<file path="src/hw/rtl/faa_pkg.sv">
// Types, codes and size-class arithmetic shared by the fragment allocation accountant.
package faa_pkg;

    localparam int unsigned MAX_FRAGMENTS_BOUND = 1024;
    localparam int unsigned CNT_W   = 11;
    localparam int unsigned IDX_W   = 3;
    localparam logic [31:0] POOL_TOP   = 32'd16384;
    localparam logic [31:0] MIN_CELL   = 32'd8;
    localparam logic [32:0] ALIGN_MASK = 33'h1_FFFF_FFF0;

    typedef enum logic [1:0] {
        ACT_APPEND  = 2'd0,
        ACT_ATTACH  = 2'd1,
        ACT_RESERVE = 2'd2,
        ACT_FINISH  = 2'd3
    } action_t;

    typedef enum logic [1:0] {
        ST_OK        = 2'd0,
        ST_CLOSED    = 2'd1,
        ST_EXHAUSTED = 2'd2,
        ST_RANGE     = 2'd3
    } status_t;

    localparam logic [IDX_W-1:0] REG_INIT_SIZE = 3'd0;
    localparam logic [IDX_W-1:0] REG_CEILING   = 3'd1;
    localparam logic [IDX_W-1:0] REG_TOTAL_LIM = 3'd2;
    localparam logic [IDX_W-1:0] REG_FRAG_LIM  = 3'd3;
    localparam logic [IDX_W-1:0] REG_RET_LIM   = 3'd4;
    localparam logic [IDX_W-1:0] REG_PACK_THR  = 3'd5;

    typedef struct packed {
        logic [1:0]  action;
        logic [31:0] length;
    } request_t;

    typedef struct packed {
        logic [1:0]       status;
        logic [31:0]      total_bytes;
        logic [31:0]      retained_total;
        logic [CNT_W-1:0] fragments;
        logic [31:0]      tail_free;
        logic [31:0]      latest_allocation;
    } result_t;

    // Allocator size class of sz (sz >= 8), given lg = floor(log2(sz)).
    function automatic logic [32:0] size_class(input logic [31:0] sz, input logic [4:0] lg);
        logic [32:0] span;
        logic [31:0] frac;
        logic [6:0]  idx;
        logic [32:0] served;
        span   = 33'd1 << lg;
        frac   = (sz - 32'd1) >> (lg - 5'd2);
        idx    = 7'({lg, 2'b00}) - 7'd3 + frac[6:0];
        served = (33'({1'b1, idx[1:0]}) << idx[6:2]) >> 2;
        if (sz > POOL_TOP) begin
            size_class = (span == {1'b0, sz}) ? {1'b0, sz} : (span << 1);
        end else if (served > 33'd16) begin
            size_class = (served + 33'd15) & ALIGN_MASK;
        end else begin
            size_class = served;
        end
    endfunction

endpackage

</file>
<file path="src/hw/rtl/fragment_allocation_accountant_top.sv">
// Fragment allocation accountant: sequencer with one shared grow/size-class unit.
//
//  channel | signals                          | transfer when
//  --------+----------------------------------+---------------------------
//  request | start, busy, request             | start & !busy
//  result  | done, result                     | done (one cycle, no stall)
//  config  | cfg_valid, cfg_ready, cfg_index, | cfg_valid & cfg_ready
//          | cfg_data                         | (cfg_ready always high)
//
// An append alternates tail fills with grows until its length is placed; attach
// and reserve grow at most once. All grows run through one shared unit (prep,
// 5-step log2 search, class, commit). Finish answers straight from the check
// state; every other request, a closed one too, answers from the emit state.
// Reset sets the registers to their defaults and clears the accounting at once;
// no clearing pass.
module fragment_allocation_accountant_top
    import faa_pkg::*;
(
    input  logic             clk,
    input  logic             rst_n,
    input  logic             start,
    output logic             busy,
    input  request_t         request,
    output logic             done,
    output result_t          result,
    input  logic             cfg_valid,
    output logic             cfg_ready,
    input  logic [IDX_W-1:0] cfg_index,
    input  logic [31:0]      cfg_data
);

    typedef enum logic [3:0] {
        S_IDLE, S_CHECK, S_APP, S_GPREP, S_GLG, S_GCLS, S_GCOMMIT, S_ATTFILL, S_EMIT
    } state_t;

    typedef enum logic [1:0] {
        RET_APP, RET_ATT, RET_RES
    } ret_t;

    state_t state_reg;
    ret_t   ret_reg;

    logic [31:0]      init_reg, ceil_reg, tlim_reg, rlim_reg, pack_reg;
    logic [CNT_W-1:0] flim_reg;

    logic [31:0]      logical_reg, retained_reg, tail_reg, prev_reg;
    logic [CNT_W-1:0] count_reg, nonempty_reg;
    logic             hasdata_reg, closed_reg;

    logic [31:0]      w_logical_reg, w_retained_reg, w_tail_reg, w_prev_reg;
    logic [CNT_W-1:0] w_count_reg, w_nonempty_reg;
    logic             w_hasdata_reg;

    logic [1:0]  act_reg;
    logic [31:0] len_reg, left_reg, need_reg, target_reg, sz_reg, alloc_reg;
    logic [4:0]  lg_reg;
    logic [2:0]  step_reg;
    status_t     status_reg;
    result_t     result_reg;
    logic        done_reg;

    logic [CNT_W-1:0] cap;
    logic [32:0]      sum_total, cand_grow, cand, target, served, ret_sum, big_ret;
    logic [4:0]       trial;
    logic [31:0]      take;

    always_comb
    begin
        cap       = (flim_reg > CNT_W'(MAX_FRAGMENTS_BOUND)) ? CNT_W'(MAX_FRAGMENTS_BOUND)
                                                             : flim_reg;
        sum_total = {1'b0, logical_reg} + {1'b0, len_reg};
        big_ret   = {1'b0, retained_reg} + {1'b0, len_reg};
        cand_grow = {1'b0, w_prev_reg} + {2'b00, w_prev_reg[31:1]};
        cand      = (w_prev_reg == 32'd0) ? {1'b0, init_reg} : cand_grow;
        if (cand > {1'b0, ceil_reg}) cand = {1'b0, ceil_reg};
        target    = (cand > {1'b0, need_reg}) ? cand : {1'b0, need_reg};
        if (target > {1'b0, ceil_reg}) target = {1'b0, ceil_reg};
        trial     = lg_reg | (5'd1 << step_reg);
        served    = (target_reg == 32'd0) ? 33'd0 : size_class(sz_reg, lg_reg);
        ret_sum   = {1'b0, w_retained_reg} + {1'b0, alloc_reg};
        take      = (w_tail_reg < left_reg) ? w_tail_reg : left_reg;
    end

    assign busy      = (state_reg != S_IDLE);
    assign done      = done_reg;
    assign result    = result_reg;
    assign cfg_ready = 1'b1;

    always_ff @(posedge clk or negedge rst_n)
    begin
        if (!rst_n) begin
            state_reg     <= S_IDLE;
            ret_reg       <= RET_APP;
            init_reg      <= 32'd512;
            ceil_reg      <= 32'd131072;
            tlim_reg      <= 32'd4194304;
            flim_reg      <= CNT_W'(16);
            rlim_reg      <= 32'd8388608;
            pack_reg      <= 32'd512;
            logical_reg   <= '0;
            retained_reg  <= '0;
            tail_reg      <= '0;
            prev_reg      <= '0;
            count_reg     <= '0;
            nonempty_reg  <= '0;
            hasdata_reg   <= 1'b0;
            closed_reg    <= 1'b0;
            done_reg      <= 1'b0;
        end else begin
            done_reg <= 1'b0;
            if (cfg_valid) begin
                case (cfg_index)
                    REG_INIT_SIZE: init_reg <= cfg_data;
                    REG_CEILING:   ceil_reg <= cfg_data;
                    REG_TOTAL_LIM: tlim_reg <= cfg_data;
                    REG_FRAG_LIM:  flim_reg <= cfg_data[CNT_W-1:0];
                    REG_RET_LIM:   rlim_reg <= cfg_data;
                    REG_PACK_THR:  pack_reg <= cfg_data;
                    default: ;
                endcase
            end
            case (state_reg)
                S_IDLE:
                begin
                    if (start) begin
                        act_reg   <= request.action;
                        len_reg   <= request.length;
                        state_reg <= S_CHECK;
                    end
                end
                S_CHECK:
                begin
                    w_logical_reg  <= logical_reg;
                    w_retained_reg <= retained_reg;
                    w_tail_reg     <= tail_reg;
                    w_prev_reg     <= prev_reg;
                    w_count_reg    <= count_reg;
                    w_nonempty_reg <= nonempty_reg;
                    w_hasdata_reg  <= hasdata_reg;
                    left_reg       <= len_reg;
                    need_reg       <= len_reg;
                    status_reg     <= ST_OK;
                    state_reg      <= S_EMIT;
                    if (closed_reg) begin
                        status_reg <= ST_CLOSED;
                    end else begin
                        case (act_reg)
                            ACT_FINISH:
                            begin
                                result_reg <= '{ST_OK, logical_reg, retained_reg,
                                                nonempty_reg, 32'd0, 32'd0};
                                done_reg     <= 1'b1;
                                logical_reg  <= '0;
                                retained_reg <= '0;
                                tail_reg     <= '0;
                                prev_reg     <= '0;
                                count_reg    <= '0;
                                nonempty_reg <= '0;
                                hasdata_reg  <= 1'b0;
                                closed_reg   <= 1'b1;
                                state_reg    <= S_IDLE;
                            end
                            ACT_APPEND:
                            begin
                                if (sum_total > {1'b0, tlim_reg}) status_reg <= ST_EXHAUSTED;
                                else state_reg <= S_APP;
                            end
                            ACT_ATTACH:
                            begin
                                if (sum_total > {1'b0, tlim_reg}) begin
                                    status_reg <= ST_EXHAUSTED;
                                end else if (len_reg == 32'd0) begin
                                    status_reg <= ST_OK;
                                end else if (len_reg <= pack_reg && len_reg <= ceil_reg) begin
                                    ret_reg   <= RET_ATT;
                                    state_reg <= (tail_reg < len_reg) ? S_GPREP : S_ATTFILL;
                                end else if (count_reg >= cap
                                             || big_ret > {1'b0, rlim_reg}) begin
                                    status_reg <= ST_EXHAUSTED;
                                end else begin
                                    // large fragment linked as its own, full
                                    count_reg    <= count_reg + CNT_W'(1);
                                    retained_reg <= big_ret[31:0];
                                    tail_reg     <= '0;
                                    hasdata_reg  <= 1'b1;
                                    nonempty_reg <= nonempty_reg + CNT_W'(1);
                                    logical_reg  <= sum_total[31:0];
                                end
                            end
                            default:
                            begin
                                if (len_reg == 32'd0) status_reg <= ST_OK;
                                else if (len_reg > ceil_reg) status_reg <= ST_RANGE;
                                else if (sum_total > {1'b0, tlim_reg})
                                    status_reg <= ST_EXHAUSTED;
                                else if (tail_reg >= len_reg) status_reg <= ST_OK;
                                else begin
                                    ret_reg   <= RET_RES;
                                    state_reg <= S_GPREP;
                                end
                            end
                        endcase
                    end
                end
                S_APP:
                begin
                    if (left_reg == 32'd0) begin
                        logical_reg  <= w_logical_reg;
                        retained_reg <= w_retained_reg;
                        tail_reg     <= w_tail_reg;
                        prev_reg     <= w_prev_reg;
                        count_reg    <= w_count_reg;
                        nonempty_reg <= w_nonempty_reg;
                        hasdata_reg  <= w_hasdata_reg;
                        state_reg    <= S_EMIT;
                    end else if (w_tail_reg == 32'd0) begin
                        need_reg  <= left_reg;
                        ret_reg   <= RET_APP;
                        state_reg <= S_GPREP;
                    end else begin
                        w_tail_reg    <= w_tail_reg - take;
                        w_logical_reg <= w_logical_reg + take;
                        left_reg      <= left_reg - take;
                        if (!w_hasdata_reg) begin
                            w_hasdata_reg  <= 1'b1;
                            w_nonempty_reg <= w_nonempty_reg + CNT_W'(1);
                        end
                    end
                end
                S_GPREP:
                begin
                    if (w_count_reg >= cap) begin
                        status_reg <= ST_EXHAUSTED;
                        state_reg  <= S_EMIT;
                    end else begin
                        target_reg <= target[31:0];
                        sz_reg     <= (target[31:0] < MIN_CELL) ? MIN_CELL : target[31:0];
                        lg_reg     <= '0;
                        step_reg   <= 3'd4;
                        state_reg  <= S_GLG;
                    end
                end
                S_GLG:
                begin
                    // successive approximation of floor(log2(sz)), one bit a cycle
                    if ((sz_reg >> trial) != 32'd0) lg_reg <= trial;
                    step_reg <= step_reg - 3'd1;
                    if (step_reg == 3'd0) state_reg <= S_GCLS;
                end
                S_GCLS:
                begin
                    alloc_reg <= (served <= {1'b0, ceil_reg}) ? served[31:0] : target_reg;
                    state_reg <= S_GCOMMIT;
                end
                S_GCOMMIT:
                begin
                    if (alloc_reg == 32'd0 || ret_sum > {1'b0, rlim_reg}) begin
                        status_reg <= ST_EXHAUSTED;
                        state_reg  <= S_EMIT;
                    end else begin
                        w_count_reg    <= w_count_reg + CNT_W'(1);
                        w_retained_reg <= ret_sum[31:0];
                        w_tail_reg     <= alloc_reg;
                        w_hasdata_reg  <= 1'b0;
                        w_prev_reg     <= alloc_reg;
                        case (ret_reg)
                            RET_APP: state_reg <= S_APP;
                            RET_ATT: state_reg <= S_ATTFILL;
                            default:
                            begin
                                retained_reg <= ret_sum[31:0];
                                count_reg    <= w_count_reg + CNT_W'(1);
                                tail_reg     <= alloc_reg;
                                hasdata_reg  <= 1'b0;
                                prev_reg     <= alloc_reg;
                                state_reg    <= S_EMIT;
                            end
                        endcase
                    end
                end
                S_ATTFILL:
                begin
                    logical_reg  <= w_logical_reg + len_reg;
                    tail_reg     <= w_tail_reg - len_reg;
                    retained_reg <= w_retained_reg;
                    prev_reg     <= w_prev_reg;
                    count_reg    <= w_count_reg;
                    hasdata_reg  <= 1'b1;
                    nonempty_reg <= w_hasdata_reg ? w_nonempty_reg
                                                  : w_nonempty_reg + CNT_W'(1);
                    state_reg    <= S_EMIT;
                end
                S_EMIT:
                begin
                    result_reg <= '{status_reg, logical_reg, retained_reg, count_reg,
                                    tail_reg, prev_reg};
                    done_reg   <= 1'b1;
                    state_reg  <= S_IDLE;
                end
                default: state_reg <= S_IDLE;
            endcase
        end
    end

endmodule

</file>
<file path="config.mk">
export PLATFORM = sky130hd
export DESIGN_NAME = fragment_allocation_accountant_top
export DESIGN_NICKNAME = d
export VERILOG_FILES = /design/src/hw/rtl/faa_pkg.sv /design/src/hw/rtl/fragment_allocation_accountant_top.sv
export SDC_FILE = /design/constraint.sdc
export NUM_CORES = 2
export LEC_CHECK = 0
export BUFFER_PORTS_ARGS = -buffer_cell sky130_fd_sc_hd__buf_4
export CAP_MARGIN = 10
export CORE_MARGIN = 4
export CORE_UTILIZATION = 30
export CTS_CLUSTER_SIZE = 14
export DETAILED_ROUTE_END_ITERATION = 16
export GPL_TIMING_DRIVEN = 0
export PLACE_DENSITY_LB_ADDON = 0.2
export REMOVE_ABC_BUFFERS = 1
export SYNTH_ARGS = -nofsm -noshare
export SYNTH_HDL_FRONTEND = slang
export SYNTH_SLANG_ARGS = --single-unit
</file>
<file path="constraint.sdc">
create_clock -name clk -period 23.6 [get_ports clk]
set_input_delay 1.18 -clock clk [delete_from_list [all_inputs] [get_ports clk]]
set_output_delay 1.18 -clock clk [all_outputs]
set_load 0.005 [all_outputs]
</file>
-- Yosys cells after proc, flatten, opt, wreduce, memory -nomap -nowiden
Index checks and enable logic that the tools add are counted.
- register bits: 826
- bits in latches: 0
- bits in writable memories: 0
- memory bits (read-only): 0
- bits of input ports: 73
- output and inout bits: 144
- memories kept: 0
- $add $sub $neg: 19
- multiply operators: 0
- divide/modulo/power cells: 0
- order comparisons: 19
- equality and inequality tests: 43
- shift operators: 5
- muxes and demuxes: 152
- bitwise logic cells: 2
- reduce and logical (&&, ||, !) cells: 48
- operators with widths (cell ; count):
    two-way mux 32 bit ; 39
    one-hot mux 32 bit (2 select lines) ; 8
    one-hot mux 32 bit (4 select lines) ; 3
    two-way mux 141 bit ; 2
    one-hot mux 141 bit (2 select lines) ; 1
    two-way mux 11 bit ; 19
    greater-than comparator 33 x 32 -> 1 bit ; 6
    two-way mux 33 bit ; 6
    zero test 32 bit ; 6
    one-hot mux 32 bit (3 select lines) ; 2
    adder 32 x 32 -> 33 bit ; 3
    subtractor 32 bit ; 3
    one-hot mux 11 bit (2 select lines) ; 4
    adder 32 bit ; 2
    less-or-equal comparator 32 bit ; 2
    less-than comparator 32 bit ; 2
    two-way mux 4 bit ; 15
    adder 11 x 1 -> 11 bit, second input constant ; 4
    one-hot mux 11 bit (4 select lines) ; 1
    two-way mux 2 bit ; 20
    inequality test 2 bit, second input constant ; 17
    adder 32 x 31 -> 33 bit ; 1
    == test 33 x 32 -> 1 bit ; 1
    less-or-equal comparator 33 x 32 -> 1 bit ; 1
    other kinds (61) ; 120

-- Longest topological paths before layout
- depth in word-level cells: 11
- mapped depth: 50

-- Worst setup path before layout
Ideal clock, no wire load.
- kind: reg2reg
- from: register state_reg[1]
- to: register result_reg, in the netlist result[0] (enable)
- setup time: 850 ps
- arrival: 11810 ps
- required time: 22750 ps
- setup slack: 10940 ps
- stages on the path, launching flop included: 6
- period minus slack after synthesis: 12660 ps
- cells stage by stage: dfrtp_1 > clkbuf_1 > nor4b_1 > clkbuf_1 > a21oi_1 > a211oi_1
- word-level cells in the longest chain between the ends: 3
- elaborated cells between the ends (all ways): 6
- RTL lines (item ; RTL line ; source):
    from (decl) ; fragment_allocation_accountant_top.sv:40 ; state_t state_reg;
    from (signal assigned) ; fragment_allocation_accountant_top.sv:176 ; state_reg <= (tail_reg < len_reg) ? S_GPREP : S_ATTFILL;
    == test 4 x 1 -> 1 bit / == test 4 bit (equally long branches) ; fragment_allocation_accountant_top.sv:122 ; case (state_reg)
    inequality test 2 bit (no line) / nonzero test 2 bit (equally long branches) ; - ;
    AND reduction 4 bit (no line) * ; - ;
    to (signal assigned) ; fragment_allocation_accountant_top.sv:150 ; result_reg <= '{ST_OK, logical_reg, retained_reg,
    to (signal assigned) ; fragment_allocation_accountant_top.sv:295 ; result_reg <= '{status_reg, logical_reg, retained_reg, count_reg,
    to (decl) ; fragment_allocation_accountant_top.sv:59 ; result_t result_reg;
Every way passes the cells marked *; elsewhere a longest branch is shown, timed or not.
A chain may end at the register's enable or synchronous reset.

-- Final worst setup path
- from: register w_prev_reg[1]
- to: register sz_reg[0], data pin
- word-level cells in the longest chain between the ends: 9
- elaborated cells between the ends (all ways): 10
- RTL lines (item ; RTL line ; source):
    from (decl) ; fragment_allocation_accountant_top.sv:50 ; logic [31:0] w_logical_reg, w_retained_reg, w_tail_reg, w_prev_reg;
    from (signal assigned) ; fragment_allocation_accountant_top.sv:136 ; w_prev_reg <= prev_reg;
    from (signal assigned) ; fragment_allocation_accountant_top.sv:265 ; w_prev_reg <= alloc_reg;
    adder 32 x 31 -> 33 bit / zero test 32 bit (equally long branches) ; fragment_allocation_accountant_top.sv:73, fragment_allocation_accountant_top.sv:74 ;
    two-way mux 33 bit * ; fragment_allocation_accountant_top.sv:74 ; cand = (w_prev_reg == 32'd0) ? {1'b0, init_reg} : cand_grow;
    greater-than comparator 33 x 32 -> 1 bit ; fragment_allocation_accountant_top.sv:75 ; if (cand > {1'b0, ceil_reg}) cand = {1'b0, ceil_reg};
    two-way mux 33 bit * ; fragment_allocation_accountant_top.sv:75 ;
    greater-than comparator 33 x 32 -> 1 bit ; fragment_allocation_accountant_top.sv:76 ; target = (cand > {1'b0, need_reg}) ? cand : {1'b0, need_reg};
    two-way mux 33 bit * ; fragment_allocation_accountant_top.sv:76 ;
    greater-than comparator 33 x 32 -> 1 bit ; fragment_allocation_accountant_top.sv:77 ; if (target > {1'b0, ceil_reg}) target = {1'b0, ceil_reg};
    two-way mux 32 bit * ; fragment_allocation_accountant_top.sv:77 ;
    less-than comparator 32 x 4 -> 1 bit ; fragment_allocation_accountant_top.sv:237 ; sz_reg <= (target[31:0] < MIN_CELL) ? MIN_CELL : target[31:0];
    to (signal assigned) ; fragment_allocation_accountant_top.sv:237 ;
    to (decl) ; fragment_allocation_accountant_top.sv:55 ; logic [31:0] len_reg, left_reg, need_reg, target_reg, sz_reg, alloc_reg;
Marks and branches as above.

==> qor.yml <==
critical_path:
  worst-path-stages: 43
  timing.critical_path.to_type: "flip-flop"
  worstPathArrival_ns: 16.10
  worst_path_max_delay_cell: "sky130_fd_sc_hd__a2111oi_0"
  worst_ep_required_time_ns: 24.09
  path_class: "flip-flop to flip-flop"
  cpPeakStageDelay_ns: 0.89
  timing.reg2reg.worst_path_depth: 43
  critical_path_buf_inv_count: 2
  cp_max_fo: 26
  critical_path.most_common_cell: "sky130_fd_sc_hd__a21o_1"
  crit_family: "compound AO/OA/AOI/OAI gates"
  cp-start-kind: "flip-flop"
layout:
  design.final.nets: 7915
  syn2layout_area_growth_pct: 15.6
  largest_register_ff_count: 141
  layout_commonest_cell: "sky130_fd_sc_hd__nand2_1"
  most-common-layout-cells: "sky130_fd_sc_hd__nand2_1 (849), sky130_fd_sc_hd__ha_1 (696), sky130_fd_sc_hd__o21ai_0 (605), sky130_fd_sc_hd__nor2_1 (501), sky130_fd_sc_hd__edfxtp_1 (496)"
  finish.instance_area_sq_um: 72700
  drive_gt1_frac: 0.105
global_routing:
  grt_start_max_net_pins: 103
  overflow: 0
  grt_antenna_before_repair: 30
  grt_pass1_vias: 54600
  grt_first_pass_wirelength_um: 377000
  grt.total_usage: 0.235
sta:
  final_hold_viol_count: 0
  finalClockSkew_ns: 0.0407
  finalSetupViolations: 0
  final_min_period_over_clock_period: 0.661
  fmaxAchievable_ghz: 0.0641
  slew_violations: 0
  timing.final.ws_setup_ns: 7.99
  slew-limit-headroom: 0.0991
  worst_pin_slew_ns: 1.35
  rsz_0062_raised_after_global_routing: "false"
  layout_min_cycle_time_ns: 15.61
clock_network:
  ctsHtreeMaxLevel: 3
  clock_path_buffers: 3
  cts.repair.resized: 0
  cts_tree: "built"
  clk-insertion-delay-late_ns: 0.74
  numClockSinks: 826
  holdBufCountCts: 0
  cts.root.buffer_cell: "sky130_fd_sc_hd__clkbuf_16"
  cts_buffers: 97
  post_cts.repair.setup_buffers: 0
  clk_transition_reported_paths_ns: 0.07
floorplanning:
  die_x_um: 466
  ios: 217
  fp-row-count: 167
  core_sq_um: 208000
  die_height_um: 466
  initial_core_util: 0.303
  floorplan.die_area_sq_um: 217000
synth:
  ys.warnings.count: 0
  synth_async_sr_flop_share: 0.400
  syn-cell-area_sq_um: 62800
  postSynthAreaPerCell_sq_um: 8.99
  post_synth_fa_ha_maj_area_fraction: 0.141
  synth-seq-cells: 826
  synthSimpleGateAreaFrac: 0.170
  synth_compound_gate_area_share: 0.204
  synth.area.mux_share: 0.0334
  synthCells: 6992
  synth.area.top_cells: "sky130_fd_sc_hd__edfxtp_1 (24%), sky130_fd_sc_hd__ha_1 (14%), sky130_fd_sc_hd__dfrtp_1 (13%), sky130_fd_sc_hd__nand2_1 (5.1%), sky130_fd_sc_hd__o21ai_0 (4.8%)"
  top_area_cell_type_share_of_the_netlist_area: 0.237
  synth_top_area_cell: "sky130_fd_sc_hd__edfxtp_1"
  ys_dominant_reg_cell: "sky130_fd_sc_hd__edfxtp_1"
  number_of_synthesized_flops_with_an_enable_pin: 496
  share_of_the_yosys_chip_area_belonging_to_registers: 0.369
  post_synth_num_cell_types: 93
  synth_xor_area_frac: 0.0390
  synth_top_family_by_area: "compound AO/OA/AOI/OAI gates"
place:
  place_hpwl_um: 200000
  placement.setup.worst_slack_ns: 8.06
  dpl_cell_area_sq_um: 69000
  finalWeightedCongestion: 0.935
  port_buffers: 215
drt:
  ant_nets: 0
  drc: 0
  vias_per_cell: 5.60
  via_count: 56100
  iteration_0_drc_count_of_the_detailed_router: 5780
  finalWirelength_um: 263000
  wl_per_cell_um: 26.2
  first_pass_iters: 9
job:
  drv.max_cap_violation_count: 0
power_and_ir_drop:
  ir_drop_mv: 0.118
  power_mw: 10.8
  pwr_density_cell_nw_per_um2: 148
  leakage_nw: 30.2
worst_hold_path:
  hp-class: "primary input to async pin"
run_status:
  status: "completed"
cell type report:
| type | count | area [sq um] |
|---|---|---|
| sequential | 826 | 23200 |
| timing repair buffer | 340 | 3610 |
| antenna | 21 | 52.6 |
| fill | 21200 | 135000 |
| tap | 2788 | 3490 |
| multi-input combinational | 5445 | 37200 |
| inverter | 427 | 1600 |
| clock inverter | 53 | 711 |
| clock buffer | 130 | 2810 |
worst register-to-register path, delay by kind of cell, from the launching register on:
kind / cells / cell delay, ns
buffers and inverters: 2 / 0.47
flip-flops: 1 / 0.49
AND/OR/NAND/NOR: 12 / 5.22
AO/OA/AOI/OAI: 22 / 6.68
adder cells (fa/ha/maj): 5 / 1.71
multiplexers: 2 / 0.80
per-layer routing:
| metal | vias to the layer above | wire length [um] | GRT usage |
|---|---|---|---|
| met3 | 404 | 19100 | 0.0288 |
| met1 | 27400 | 113000 | 0.318 |
| met5 | - | 16 | 0 |
| met4 | 4 | 15000 | 0.120 |
| met2 | 2229 | 115000 | 0.369 |
| li1 | 26100 | - | - |
metrics by stage:
stage | hold WS (ns) | cells | setup TNS, ns | util
finish | 0.380 | 10000 | 0 | 0.350
global route | 0.393 | 10000 | 0 | 0.350
CTS | 0.353 | 10000 | 0 | 0.349
detailed placement | 0.490 | 9823 | 0 | 0.332
global placement | 0.482 | 9701 | -1178.26 | 0.322
floorplan | 0.466 | 6698 | 0 | -
cells by family (layout without fill, tap and decap cells):
logic type                 after synthesis  in the layout
AOI/OAI and AO/OA                     2004           2004
xor gates and xnor gates               280            280
adders and majority gates              705            705
buffers and inverters                  721            950
DFF                                    826            826
muxes                                  183            183
other                                    1             22
and+or+nand+nor                       2272           2272
path summary, 6_finish.rpt:
kind                                     startpoint                      endpoint  slack, ns
min                                           rst_n   logical_reg[27]$_DFFE_PN0P_       0.38
max in group asynchronous                     rst_n  retained_reg[10]$_DFFE_PN0P_      21.69
max                         w_prev_reg[1]$_DFFE_PP_       sz_reg[0]$_SDFFCE_PN0P_       7.99
min in group clk           init_reg[16]$_DFFE_PN0P_      init_reg[16]$_DFFE_PN0P_       0.50
min reg2reg                init_reg[16]$_DFFE_PN0P_      init_reg[16]$_DFFE_PN0P_       0.50
max reg2reg                 w_prev_reg[1]$_DFFE_PP_       sz_reg[0]$_SDFFCE_PN0P_       7.99
where the power goes:
part	total, mW	internal [mW]	switching [mW]
combinational	6.43	2.51	3.93
sequential	2.63	2.13	0.500
clock	1.69	0.993	0.697
synthesized netlist by cell type (26+ instances only):
library cell / number
sky130_fd_sc_hd__a22oi_1: 37
sky130_fd_sc_hd__a21oi_1: 440
sky130_fd_sc_hd__dfrtp_1: 324
sky130_fd_sc_hd__nor2b_1: 74
sky130_fd_sc_hd__nand3_1: 110
sky130_fd_sc_hd__nor2_1: 509
sky130_fd_sc_hd__clkbuf_1: 263
sky130_fd_sc_hd__xnor2_1: 173
sky130_fd_sc_hd__o31ai_1: 38
sky130_fd_sc_hd__or3_1: 44
sky130_fd_sc_hd__nand2_1: 852
sky130_fd_sc_hd__nand2b_1: 82
sky130_fd_sc_hd__edfxtp_1: 496
sky130_fd_sc_hd__mux2i_1: 26
sky130_fd_sc_hd__a211oi_1: 67
sky130_fd_sc_hd__nand4_1: 105
sky130_fd_sc_hd__o21ai_0: 606
sky130_fd_sc_hd__ha_1: 696
sky130_fd_sc_hd__o21a_1: 81
sky130_fd_sc_hd__nor3_1: 140
sky130_fd_sc_hd__xor2_1: 107
sky130_fd_sc_hd__o21bai_1: 35
sky130_fd_sc_hd__a221oi_1: 27
sky130_fd_sc_hd__a21o_1: 168
sky130_fd_sc_hd__o211ai_1: 59
sky130_fd_sc_hd__a31oi_1: 126
sky130_fd_sc_hd__nor4_1: 85
sky130_fd_sc_hd__and3_1: 56
sky130_fd_sc_hd__a222oi_1: 58
sky130_fd_sc_hd__and2_1: 109
sky130_fd_sc_hd__mux2_2: 151
sky130_fd_sc_hd__inv_1: 425
(Power assumes the default switching activity.)
